<file path="src/aqpe_pkg.sv">
// aqpe_pkg: shared widths, constants and codes of the quadric parameter estimator
// used by the top level, the shared multiplier and the port checker; no dependencies
package aqpe_pkg;

    localparam int EST_FRAC_BITS = 20;

    localparam int CRD_W      = 16;
    localparam int EST_W      = 24;
    localparam int ERR_W      = 31;
    localparam int PHI_W      = 32;
    localparam int ACC_W      = 58;
    localparam int P_W        = 47;
    localparam int STP_W      = 41;
    localparam int GAIN_W     = 16;
    localparam int DZ_W       = 20;
    localparam int LIM_W      = 23;
    localparam int MUL_W      = 32;
    localparam int PROD_W     = 2 * MUL_W;
    localparam int N_TERMS    = 6;
    localparam int N_DIAG     = 3;
    localparam int CFG_IDX_W  = 2;
    localparam int CFG_DAT_W  = 23;
    localparam int IN_DATA_W  = 6 * CRD_W;
    localparam int OUT_DATA_W = ((N_TERMS * EST_W + ERR_W + 7) / 8) * 8;

    localparam logic signed [EST_W-1:0] EST_MAXV = {1'b0, {(EST_W-1){1'b1}}};
    localparam logic signed [EST_W-1:0] EST_MINV = {1'b1, {(EST_W-1){1'b0}}};
    localparam logic signed [ERR_W-1:0] ERR_MAXV = {1'b0, {(ERR_W-1){1'b1}}};
    localparam logic signed [ERR_W-1:0] ERR_MINV = {1'b1, {(ERR_W-1){1'b0}}};

    localparam longint ONE_RAW = 64'sd1 <<< EST_FRAC_BITS;
    localparam logic signed [EST_W-1:0] EST_ONE =
        (ONE_RAW > longint'(EST_MAXV)) ? EST_MAXV : EST_W'(ONE_RAW);

    typedef enum logic [CFG_IDX_W-1:0] {
        REG_STEP_GAIN  = 2'd0,
        REG_DEADZONE   = 2'd1,
        REG_DIAG_LIMIT = 2'd2
    } t_reg_idx;

endpackage

</file>
<file path="src/aqpe_mul.sv">
// aqpe_mul: shared signed multiplier with registered product
// depends on aqpe_pkg for operand and product widths
module aqpe_mul import aqpe_pkg::*; (
    input  logic                     i_clk,
    input  logic signed [MUL_W-1:0]  i_a,
    input  logic signed [MUL_W-1:0]  i_b,
    output logic signed [PROD_W-1:0] o_prod
);

    always_ff @(posedge i_clk) begin
        o_prod <= i_a * i_b;
    end

endmodule

</file>
<file path="src/adaptive_quadric_param_estimator.sv">
// adaptive_quadric_param_estimator: gradient adaptive law with projection, six-term estimate
// a new item is accepted only in idle, after the previous result has been loaded into the output register
// one 32x32 multiplier is used 36 times per item under a sequencer
// (12 regressor products, 6 dot products, 3 per term for the update)
// reset (synchronous, active low): idle, output empty, registers at defaults, estimate 1,0,1,0,0,0
// depends on aqpe_pkg and aqpe_mul
module adaptive_quadric_param_estimator import aqpe_pkg::*; (
    input  logic                  i_clk,
    input  logic                  i_rst_n,
    input  logic                  s_axis_tvalid,
    output logic                  s_axis_tready,
    // first_x, first_y, first_z, second_x, second_y, second_z
    input  logic [IN_DATA_W-1:0]  s_axis_tdata,
    // restart
    input  logic                  s_axis_tuser,
    output logic                  m_axis_tvalid,
    input  logic                  m_axis_tready,
    // est_xx, est_yy, est_zz, est_xy, est_yz, est_xz, pred_error, zero pad
    output logic [OUT_DATA_W-1:0] m_axis_tdata,
    input  logic                  i_cfg_valid,
    output logic                  o_cfg_ready,
    input  logic [CFG_IDX_W-1:0]  i_cfg_index,
    input  logic [CFG_DAT_W-1:0]  i_cfg_data
);

    typedef enum logic [5:0] {
        ST_IDLE = 6'b000001,
        ST_PHI  = 6'b000010,
        ST_DOT  = 6'b000100,
        ST_ERR  = 6'b001000,
        ST_UPD  = 6'b010000,
        ST_DONE = 6'b100000
    } t_state;

    localparam logic [3:0] PHI_LAST  = 4'(2 * N_TERMS);
    localparam logic [3:0] DOT_LAST  = 4'(N_TERMS);
    localparam logic [2:0] TERM_LAST = 3'(N_TERMS - 1);

    localparam logic [2:0] SL_ISSUE_E  = 3'd0;
    localparam logic [2:0] SL_TAKE_E   = 3'd1;
    localparam logic [2:0] SL_ISSUE_HI = 3'd2;
    localparam logic [2:0] SL_TAKE_HI  = 3'd3;
    localparam logic [2:0] SL_TAKE_LO  = 3'd4;
    localparam logic [2:0] SL_WRITE    = 3'd5;

    localparam logic signed [ACC_W:0]    ERR_HALF = (ACC_W+1)'(1) <<< 23;
    localparam logic signed [PROD_W-1:0] P_RND    = PROD_W'(1) <<< 15;
    localparam logic signed [PROD_W-1:0] S_RND    = PROD_W'(1) <<< 23;

    t_state r_state, n_state;
    logic [3:0] r_cnt, n_cnt;
    logic [2:0] r_term, n_term;
    logic [2:0] r_slot, n_slot;
    logic       r_ovalid, n_ovalid;

    logic [GAIN_W-1:0] r_gain;
    logic [DZ_W-1:0]   r_dz;
    logic [LIM_W-1:0]  r_lim;

    logic signed [CRD_W-1:0]  r_fx, r_fy, r_fz, r_sx, r_sy, r_sz;
    logic signed [EST_W-1:0]  r_est [N_TERMS];
    logic signed [PHI_W-1:0]  r_phi [N_TERMS];
    logic signed [PHI_W-1:0]  r_tmp;
    logic signed [ACC_W-1:0]  r_acc;
    logic signed [ERR_W-1:0]  r_err;
    logic [P_W-1:0]           r_p;
    logic signed [STP_W-1:0]  r_sh;
    logic signed [STP_W-1:0]  r_stp;
    logic [OUT_DATA_W-1:0]    r_odata;

    logic                      in_acc;
    logic                      out_load;
    logic [2:0]                raw_idx, sel_idx, phi_wr_idx;
    logic signed [EST_W-1:0]   est_rd;
    logic signed [PHI_W-1:0]   phi_rd;
    logic signed [CRD_W-1:0]   crd_a, crd_b;
    logic signed [MUL_W-1:0]   mul_a, mul_b;
    logic signed [PROD_W-1:0]  prod;
    logic signed [ACC_W:0]     err_sum;
    logic signed [ACC_W-24:0]  err_sh;
    logic signed [ERR_W-1:0]   err_sat;
    logic signed [PROD_W-1:0]  p_full, lo_full;
    logic [17:0]               lo_rnd;
    logic signed [STP_W-1:0]   stp_eff;
    logic signed [STP_W:0]     upd_sum;
    logic signed [EST_W-1:0]   nv_sat, nv_new, lim_s;
    logic [EST_W-1:0]          nv_abs;
    logic                      is_diag;

    assign s_axis_tready = (r_state == ST_IDLE);
    assign in_acc        = s_axis_tvalid && s_axis_tready;
    assign out_load      = (r_state == ST_DONE) && (!r_ovalid || m_axis_tready);
    assign m_axis_tvalid = r_ovalid;
    assign m_axis_tdata  = r_odata;
    assign o_cfg_ready   = 1'b1;

    // one read port on the estimate and regressor registers
    always_comb begin
        raw_idx = (r_state == ST_DOT) ? r_cnt[2:0] : r_term;
        sel_idx = (raw_idx < 3'(N_TERMS)) ? raw_idx : '0;
        est_rd  = r_est[sel_idx];
        phi_rd  = r_phi[sel_idx];
    end

    assign phi_wr_idx = 3'(r_cnt[3:1] - 3'd1);

    always_comb begin
        crd_a = '0;
        crd_b = '0;
        unique case (r_cnt)
            4'd0:    begin crd_a = r_fx; crd_b = r_fx; end
            4'd1:    begin crd_a = r_sx; crd_b = r_sx; end
            4'd2:    begin crd_a = r_fy; crd_b = r_fy; end
            4'd3:    begin crd_a = r_sy; crd_b = r_sy; end
            4'd4:    begin crd_a = r_fz; crd_b = r_fz; end
            4'd5:    begin crd_a = r_sz; crd_b = r_sz; end
            4'd6:    begin crd_a = r_fx; crd_b = r_fy; end
            4'd7:    begin crd_a = r_sx; crd_b = r_sy; end
            4'd8:    begin crd_a = r_fy; crd_b = r_fz; end
            4'd9:    begin crd_a = r_sy; crd_b = r_sz; end
            4'd10:   begin crd_a = r_fx; crd_b = r_fz; end
            4'd11:   begin crd_a = r_sx; crd_b = r_sz; end
            default: begin crd_a = '0;   crd_b = '0;   end
        endcase
    end

    always_comb begin
        mul_a = '0;
        mul_b = '0;
        unique case (r_state)
            ST_PHI: begin
                mul_a = MUL_W'(crd_a);
                mul_b = MUL_W'(crd_b);
            end
            ST_DOT: begin
                mul_a = MUL_W'(est_rd);
                mul_b = MUL_W'(phi_rd);
            end
            ST_UPD: begin
                unique case (r_slot)
                    SL_ISSUE_E: begin
                        mul_a = MUL_W'(r_err);
                        mul_b = MUL_W'(phi_rd);
                    end
                    SL_ISSUE_HI: begin
                        mul_a = MUL_W'($signed(r_p[P_W-1:24]));
                        mul_b = MUL_W'($signed({1'b0, r_gain}));
                    end
                    SL_TAKE_HI: begin
                        mul_a = MUL_W'($signed({1'b0, r_p[23:0]}));
                        mul_b = MUL_W'($signed({1'b0, r_gain}));
                    end
                    default: begin
                        mul_a = '0;
                        mul_b = '0;
                    end
                endcase
            end
            default: begin
                mul_a = '0;
                mul_b = '0;
            end
        endcase
    end

    aqpe_mul u_mul (
        .i_clk  (i_clk),
        .i_a    (mul_a),
        .i_b    (mul_b),
        .o_prod (prod)
    );

    // error: round half up by 24 bits, then saturate
    always_comb begin
        err_sum = ERR_HALF - (ACC_W+1)'(r_acc);
        err_sh  = err_sum[ACC_W:24];
        if (err_sh > (ACC_W-23)'(ERR_MAXV)) begin
            err_sat = ERR_MAXV;
        end else if (err_sh < (ACC_W-23)'(ERR_MINV)) begin
            err_sat = ERR_MINV;
        end else begin
            err_sat = err_sh[ERR_W-1:0];
        end
    end

    assign p_full  = prod + P_RND;
    assign lo_full = prod + S_RND;
    assign lo_rnd  = lo_full[41:24];

    // term update with projection, clamp and deadzone
    always_comb begin
        is_diag = (r_term < 3'(N_DIAG));
        stp_eff = (is_diag && est_rd < 0 && r_stp < 0) ? '0 : r_stp;
        upd_sum = (STP_W+1)'(est_rd) + (STP_W+1)'(stp_eff);
        if (upd_sum > (STP_W+1)'(EST_MAXV)) begin
            nv_sat = EST_MAXV;
        end else if (upd_sum < (STP_W+1)'(EST_MINV)) begin
            nv_sat = EST_MINV;
        end else begin
            nv_sat = upd_sum[EST_W-1:0];
        end
        lim_s  = $signed({1'b0, r_lim});
        nv_abs = nv_sat[EST_W-1] ? EST_W'(-nv_sat) : EST_W'(nv_sat);
        if (is_diag) begin
            if (nv_sat < 0) begin
                nv_new = '0;
            end else if (nv_sat > lim_s) begin
                nv_new = lim_s;
            end else begin
                nv_new = nv_sat;
            end
        end else begin
            nv_new = (nv_abs < EST_W'(r_dz)) ? '0 : nv_sat;
        end
    end

    always_comb begin
        n_state = r_state;
        n_cnt   = r_cnt;
        n_term  = r_term;
        n_slot  = r_slot;
        unique case (r_state)
            ST_IDLE: begin
                if (in_acc) begin
                    n_state = ST_PHI;
                    n_cnt   = '0;
                end
            end
            ST_PHI: begin
                if (r_cnt == PHI_LAST) begin
                    n_state = ST_DOT;
                    n_cnt   = '0;
                end else begin
                    n_cnt = r_cnt + 4'd1;
                end
            end
            ST_DOT: begin
                if (r_cnt == DOT_LAST) begin
                    n_state = ST_ERR;
                end else begin
                    n_cnt = r_cnt + 4'd1;
                end
            end
            ST_ERR: begin
                n_state = ST_UPD;
                n_term  = '0;
                n_slot  = SL_ISSUE_E;
            end
            ST_UPD: begin
                if (r_slot == SL_WRITE) begin
                    n_slot = SL_ISSUE_E;
                    if (r_term == TERM_LAST) begin
                        n_state = ST_DONE;
                    end else begin
                        n_term = r_term + 3'd1;
                    end
                end else begin
                    n_slot = r_slot + 3'd1;
                end
            end
            ST_DONE: begin
                if (out_load) begin
                    n_state = ST_IDLE;
                end
            end
            default: begin
                n_state = ST_IDLE;
            end
        endcase
    end

    always_comb begin
        priority if (out_load) begin
            n_ovalid = 1'b1;
        end else if (m_axis_tready) begin
            n_ovalid = 1'b0;
        end else begin
            n_ovalid = r_ovalid;
        end
    end

    always_ff @(posedge i_clk) begin
        if (!i_rst_n) begin
            r_state  <= ST_IDLE;
            r_cnt    <= '0;
            r_term   <= '0;
            r_slot   <= SL_ISSUE_E;
            r_ovalid <= 1'b0;
            r_gain   <= GAIN_W'(328);
            r_dz     <= DZ_W'(105);
            r_lim    <= LIM_W'(1048576);
            r_est[0] <= EST_ONE;
            r_est[1] <= '0;
            r_est[2] <= EST_ONE;
            r_est[3] <= '0;
            r_est[4] <= '0;
            r_est[5] <= '0;
        end else begin
            r_state  <= n_state;
            r_cnt    <= n_cnt;
            r_term   <= n_term;
            r_slot   <= n_slot;
            r_ovalid <= n_ovalid;
            if (i_cfg_valid) begin
                unique case (i_cfg_index)
                    REG_STEP_GAIN:  r_gain <= i_cfg_data[GAIN_W-1:0];
                    REG_DEADZONE:   r_dz   <= i_cfg_data[DZ_W-1:0];
                    REG_DIAG_LIMIT: r_lim  <= i_cfg_data[LIM_W-1:0];
                    default: ;
                endcase
            end
            if (in_acc && s_axis_tuser) begin
                r_est[0] <= EST_ONE;
                r_est[1] <= '0;
                r_est[2] <= EST_ONE;
                r_est[3] <= '0;
                r_est[4] <= '0;
                r_est[5] <= '0;
            end else if (r_state == ST_UPD && r_slot == SL_WRITE) begin
                r_est[sel_idx] <= nv_new;
            end
        end
    end

    always_ff @(posedge i_clk) begin
        if (in_acc) begin
            r_fx <= s_axis_tdata[CRD_W-1:0];
            r_fy <= s_axis_tdata[2*CRD_W-1:CRD_W];
            r_fz <= s_axis_tdata[3*CRD_W-1:2*CRD_W];
            r_sx <= s_axis_tdata[4*CRD_W-1:3*CRD_W];
            r_sy <= s_axis_tdata[5*CRD_W-1:4*CRD_W];
            r_sz <= s_axis_tdata[6*CRD_W-1:5*CRD_W];
        end
        if (r_state == ST_PHI && r_cnt != 4'd0) begin
            if (r_cnt[0]) begin
                r_tmp <= prod[PHI_W-1:0];
            end else begin
                r_phi[phi_wr_idx] <= r_tmp - $signed(prod[PHI_W-1:0]);
            end
        end
        if (r_state == ST_DOT) begin
            if (r_cnt == 4'd1) begin
                r_acc <= prod[ACC_W-1:0];
            end else if (r_cnt != 4'd0) begin
                r_acc <= r_acc + $signed(prod[ACC_W-1:0]);
            end
        end
        if (r_state == ST_ERR) begin
            r_err <= err_sat;
        end
        if (r_state == ST_UPD) begin
            if (r_slot == SL_TAKE_E) begin
                r_p <= p_full[P_W+15:16];
            end
            if (r_slot == SL_TAKE_HI) begin
                r_sh <= prod[STP_W-1:0];
            end
            if (r_slot == SL_TAKE_LO) begin
                r_stp <= r_sh + STP_W'($signed({1'b0, lo_rnd}));
            end
        end
        if (out_load) begin
            r_odata <= {1'b0, r_err, r_est[5], r_est[4], r_est[3],
                        r_est[2], r_est[1], r_est[0]};
        end
    end

endmodule

</file>
<file path="config.mk">
export PLATFORM = sky130hd
export DESIGN_NAME = adaptive_quadric_param_estimator
export DESIGN_NICKNAME = d
export VERILOG_FILES = /design/src/aqpe_pkg.sv /design/src/aqpe_mul.sv /design/src/adaptive_quadric_param_estimator.sv
export SDC_FILE = /design/constraint.sdc
export NUM_CORES = 2
export LEC_CHECK = 0
export ABC_AREA = 1
export BUFFER_PORTS_ARGS = -buffer_cell sky130_fd_sc_hd__buf_2
export CORE_MARGIN = 2
export CORE_UTILIZATION = 45
export DETAILED_ROUTE_END_ITERATION = 12
export PLACE_DENSITY = 0.69
export SETUP_SLACK_MARGIN = 0.2
export SYNTH_ARGS = -nofsm -noshare
export SYNTH_HDL_FRONTEND = slang
export SYNTH_SLANG_ARGS = --single-unit
export TNS_END_PERCENT = 1
</file>
<file path="constraint.sdc">
create_clock -name i_clk -period 24.1 [get_ports i_clk]
set_input_delay 3.615 -clock i_clk [delete_from_list [all_inputs] [get_ports i_clk]]
set_output_delay 3.615 -clock i_clk [all_outputs]
set_load 0.01 [all_outputs]
</file>
======== Word-level counts from Yosys, hierarchy flattened ========
Memories as Yosys holds them, arrays and structs flattened. A register that Yosys moved wholly into a read port is not among the register bits.
Index checks and enable logic that the tools add are counted.
cells by class
  add/subtract/negate cells ............... 12
  $mul .................................... 1
  $lt $le $gt $ge ......................... 11
  equality and inequality tests ........... 34
  mux-type cells .......................... 57
  bitwise gates (word level) .............. 6
  reduce and logical (&&, ||, !) cells .... 38
operator list
  kind                                                                            count
  24-bit two-way mux                                                              14
  32-bit case mux with 3 select lines                                             3
  16-bit case mux with 6 select lines                                             2
  58-bit two-way mux                                                              2
  32-bit case mux with 2 select lines                                             1
  63-bit by 17-bit adder with 63-bit output, second input constant                1
  32-bit by 32-bit multiplier with 63-bit output                                  1
  25-bit by 58-bit subtractor with 59-bit output, first input constant            1
  58-bit adder                                                                    1
  24-bit by 1-bit less-than comparator with 1-bit output, second input constant   2
  24-bit by 41-bit adder with 42-bit output                                       1
  42-bit by 25-bit adder with 42-bit output, second input constant                1
  42-bit by 24-bit > comparator with 1-bit output, second input constant          1
  42-bit by 24-bit less-than comparator with 1-bit output, second input constant  1
  41-bit by 19-bit adder with 41-bit output                                       1
  41-bit by 1-bit less-than comparator with 1-bit output, second input constant   1
  41-bit two-way mux                                                              1
  6-bit two-way mux                                                               6
  6-bit case mux with 6 select lines                                              1
  35-bit by 31-bit > comparator with 1-bit output, second input constant          1
  35-bit by 31-bit less-than comparator with 1-bit output, second input constant  1
  32-bit subtractor                                                               1
  31-bit two-way mux                                                              1
  24-bit > comparator                                                             1
  45 further kinds                                                                112
storage, ports and cells
  register bits after elaboration ......... 660
  RAM bits ................................ 336
  output and inout port bits .............. 179
  memories kept ........................... 2
memory list
  name   words  bits a word  read ports  clocked after Yosys merged registers in  write ports  line                                    source
  r_phi  6      32           1           0                                        1            adaptive_quadric_param_estimator.sv:62  logic signed [PHI_W-1:0] r_phi [N_TERMS];
  r_est  6      24           7           6                                        6            adaptive_quadric_param_estimator.sv:61  logic signed [EST_W-1:0] r_est [N_TERMS];

======== Logic depth before layout (Yosys ltp) ========
An unclocked memory read counts as a cell.
  depth in word-level cells ............... 19
  mapped depth ............................ 61
  mapped depth without buffers ............ 57

======== Hierarchy ========
A second synthesis with hierarchy kept.
second synthesis, totals
  cells, all modules ...................... 10,414
  area, all modules ....................... 91,535.3 um2
modules (own cells, without submodules)
  module                            instances  cells each  area each (um2)
  adaptive_quadric_param_estimator  1          5,256       51,194.1
  aqpe_mul                          1          5,158       40,341.2

======== Least setup slack after synthesis ========
Ideal clock, no wire load.
  kind .................................... input to register
  start point ............................. input port m_axis_tready
  end point ............................... register r_odata[0] (netlist: m_axis_tdata[0]), read port of r_est, enable pin
  data arrival time ....................... 10,883 ps
  data required time ...................... 23,388 ps
  slack ................................... 12,505 ps
  stages on the path ...................... 2
  cell sequence ........................... nor2_1 > nor2_1
between the ends
  longest elaborated chain between the ends .. 2
RTL lines
  element             line                                    source
  start: declaration  adaptive_quadric_param_estimator.sv:17  input logic m_axis_tready,
  1-bit logical OR    adaptive_quadric_param_estimator.sv:92  assign out_load = (r_state == ST_DONE) && (!r_ovalid || m_axis_tready);
  1-bit logical AND   adaptive_quadric_param_estimator.sv:92
  end: declaration    adaptive_quadric_param_estimator.sv:69  logic [OUT_DATA_W-1:0] r_odata;
Every way passes these cells.
A chain may end at the register's enable or synchronous reset.

======== Worst setup path in the final report ========
  start point ............................. register r_state[0]
  end point ............................... register u_mul.o_prod[60]
between the ends
  longest elaborated chain between the ends .. 8
  elaborated cells between the ends (all ways) .. 12
  classes of those cells .................. mul (1); order compare (1); eq/ne (3); mux (5); memory (2)
RTL lines
  element                                             line                                                                             source
  start: declaration                                  adaptive_quadric_param_estimator.sv:50                                           t_state r_state, n_state;
  start signal: assignment                            adaptive_quadric_param_estimator.sv:299                                          r_state <= n_state;
  6-bit by 3-bit equality test with 1-bit output      adaptive_quadric_param_estimator.sv:99, adaptive_quadric_param_estimator.sv:130
  3-bit two-way mux                                   adaptive_quadric_param_estimator.sv:99                                           raw_idx = (r_state == ST_DOT) ? r_cnt[2:0] : r_term;
  3-bit less-than comparator                          adaptive_quadric_param_estimator.sv:100                                          sel_idx = (raw_idx < 3'(N_TERMS)) ? raw_idx : '0;
  3-bit two-way mux                                   adaptive_quadric_param_estimator.sv:100
  memory read 6 x 32 bit                              -
  32-bit case mux with 2 select lines                 adaptive_quadric_param_estimator.sv:140                                          unique case (r_slot)
  32-bit case mux with 3 select lines                 adaptive_quadric_param_estimator.sv:130                                          unique case (r_state)
  32-bit by 32-bit multiplier with 63-bit output (*)  aqpe_mul.sv:11                                                                   o_prod <= i_a * i_b;
  end signal: assignment                              aqpe_mul.sv:11
  end: declaration                                    aqpe_mul.sv:7                                                                    output logic signed [PROD_W-1:0] o_prod
Mark *: on every way between the ends. The rest lies on a longest branch, timed or not.

==> key figures <==
Yosys
  • Synthesized flop and latch total: 1,044
  • EDFF count, synth: 905
  • Predominant post-synthesis flop cell: edfxtp_1
  • Synth Cell Area: 87,700 µm²
  • Post-synth top area share: 31.0%
  • Async SR Flop Fraction: 0%
  • Synthesized instance count: 9,588
  • Synth area leader: edfxtp_1
  • Syn Nets: 11,200
  • Most instantiated library cell after synthesis: nand2_1
  • Largest cells by area after synthesis: edfxtp_1, fa_1, nand2_1
  • Sequential fraction of the synthesis area: 34.1%
  • Most frequent cells after synthesis: nand2_1, inv_1, fa_1
  • Ys Warns: 0
  • Yosys cell types: 67
  • Avg Cell Area, Syn: 9.15 µm²

Setup path
  • Crit. End Element: flop
  • Worst path arrival time: 14,580 ps
  • Crit path top cell by count: inv_1
  • Largest stage delay, worst path: 1070 ps
  • Crit path kind: flop to flop
  • Worst Setup SP: r_state[0]
  • Worst r2r src: r_state[0]
  • Worst path slowest cell: a22oi_1
  • Crit-path max FO: 45
  • Startpoint types: flop
  • Reg-to-reg slack, setup: 10,150 ps
  • WP data required: 24,720 ps

Pwr
  • Clock power frac: 22.1%
  • Static leakage: 44.0 nW
  • P_sw: 3.21 mW
  • Switching Fraction: 44.0%
  • Flop pwr share: 34.0%
  • Final Power: 7.29 mW
  • Power Dens Cells: 75.9 nW/µm²
  • Maximum VDD drop: 0.0944 mV
  • Internal Pwr Total: 4.08 mW
  • Logic pwr share: 44.0%

STA
  • Fmax: 0.0717 GHz
  • Layout Skew: 65.9 ps
  • RSZ-0062 raised after global routing: false
  • Crit path time final: 13,950 ps
  • Worst slew margin: 9.28%
  • Ratio of final minimum period to clock period: 57.9%
  • Final setup violation count: 0
  • Max-slew violation count: 0
  • Final Hold Violating Endpoints: 0
  • Worst-Margin Slew: 1360 ps
  • Post-Route Setup TNS: 0 ps

Floorplanning
  • Total die area: 199,000 µm²
  • Row count: 162
  • Die X: 446 µm
  • I/O pin count: 306
  • Die Height: 446 µm
  • Initial core utilization: 45.1%
  • Core region area: 194,000 µm²

Placement
  • DP Cell Count: 12,200
  • Hpwl dp: 217,000 µm
  • Routability cong.: 0.990
  • DP Area: 92,700 µm²
  • Port buffer count: 303

Clocking
  • Root buffer cell: clkbuf_16
  • Hold_buf cts: 0
  • Clock transition at path regs: 70 ps
  • Post-CTS Setup Bufs: 0
  • TritonCTS clock tree: built
  • TritonCTS Buffers: 100
  • Clk buf depth: 3
  • H-tree depth: 3
  • Post-CTS resize count: 0
  • Clock Sinks: 1,044
  • Worst-Skew Late Latency: 770 ps

Global routing
  • Number of global-route vias before repair: 70,800
  • GRT Util Overall: 28.9%
  • Pin count of the biggest net entering global routing: 88
  • First-pass GRT wire length: 432,000 µm
  • Initial antenna violation count: 11
  • Overflow after GRT: 0

Drt
  • DRC: 0
  • WL/cell: 23.1 µm
  • Post-DRT Antenna Nets: 0
  • Detailed Route Iter0 Violations: 6,297
  • Vias: 68,700
  • Drt total wl: 287,000 µm
  • Via-to-Cell Ratio: 5.53
  • Drt first pass iters: 8

Final layout
  • Final core occ: 49.4%
  • Cell area after layout: 96,000 µm²
  • Share of final-layout standard cells stronger than drive strength 1: 7.69%
  • Net count, final: 11,400
  • P&R area growth vs syn: 9.41%
  • Layout Cells excl Fill: 12,400

Run status
  • Status: completed

Job
  • Max Cap Violations: 0

Hold path
  • Hold Crit Start: r_est[4][16]
  • Hold Path Class: flop to flop
layout by cell type (no fill, tap or decap), types with 11 or more instances in the layout:
master	synthesis	routed
ha_1	387	386
o21bai_1	12	12
a211oi_1	21	21
o21a_1	38	38
nor4_1	16	14
xnor2_1	89	89
a21oi_1	515	511
o221ai_2	0	14
o21ai_0	297	289
xor2_1	178	178
inv_1	2099	2097
nand2_2	12	13
nor2_2	6	15
inv_2	10	12
fa_1	1056	1056
o211ai_1	56	56
nand2_4	17	18
nor3_1	75	71
nand3_1	205	204
a22oi_1	20	20
dfxtp_1	139	139
nand3b_1	16	16
clkinv_1	7	29
or2_2	25	25
a31oi_1	46	46
clkbuf_16	0	100
buf_4	4	155
o221ai_1	48	34
nor2_1	523	509
nand2_1	2137	2135
a221oi_1	38	38
edfxtp_1	905	905
a21boi_0	20	20
nand4_1	44	44
o22ai_1	73	73
buf_2	7	303
clkbuf_1	320	15
clkinv_2	0	11
final timing paths:
path                                          end  depth (start not counted)
worst max-delay path             u_mul.o_prod[60]                         47
worst min-delay path            m_axis_tdata[112]                          0
worst min register to register  m_axis_tdata[112]                          0
worst max register to register   u_mul.o_prod[60]                         47
cells by family (layout without fill, tap and decap cells):
logic type                 Yosys count  count (layout)  synth area share, %
DFF                               1044            1044                 34.1
AOI/OAI and AO/OA                 1271            1271                 8.64
adders and majority gates         1443            1443                 29.6
other                                2               7              0.00856
muxes                                1               1               0.0114
and+or+nand+nor                   3097            3097                 14.3
xor gates and xnor gates           268             268                 2.70
buffers and inverters             2462            2760                 10.6
worst max-delay path, delay by kind of cell (launching register included):
family	cells	cell delay, ps
flops	1	330
simple gates	8	1750
xor+xnor	1	140
compound gates	11	3640
fa+ha+maj	10	4630
buf+inv	17	3190
stage by stage:
step                      worst slack, ps  hold slack [ps]
after global placement              10460              434
after CTS                           10150              444
after detailed placement            10240              428
final                               10150              448
after floorplan                     12500              421
after global routing                 9080              460
layer usage:
metal  track usage [%]  part of all wire (%)  vias up
met5                 0                 0.012        -
met4              16.7                   6.7        6
met3              4.58                   8.4      813
met2              47.7                    47     3422
met1              36.0                    38    33900
li1                  -                     -    30500
power groups by stage:
stage / combinational (mW) / sequential [mW] / clock, mW
2_1_floorplan: 2.07 / 2.45 / 0
3_3_place_gp: 3.09 / 2.51 / 0
3_5_place_dp: 3.14 / 2.51 / 0
4_1_cts: 3.16 / 2.47 / 1.62
5_1_grt: 3.50 / 2.49 / 1.69
6_report: 3.20 / 2.47 / 1.61
sequential cells by signal, indices dropped and copies added (netlist names), 20 cells and up:
signal	flops
r_p	47
r_est	192
r_lim	23
r_dz	20
r_acc	58
r_tmp	32
u_mul.o_prod	63
r_err	31
r_sh	41
r_stp	41
r_phi	192
m_axis_tdata	175
cell type report:
| type | count | area (µm²) |
|---|---|---|
| fillers | 17900 | 98400 |
| multi-input cells | 6082 | 48900 |
| flip-flops and latches | 1044 | 30000 |
| inverters | 2116 | 7940 |
| well taps | 2542 | 3180 |
| repair buffers | 459 | 2690 |
| clock buffers | 122 | 2660 |
| clock inverters | 63 | 647 |
| diodes | 5 | 12.5 |
(Power assumes the default switching activity.)
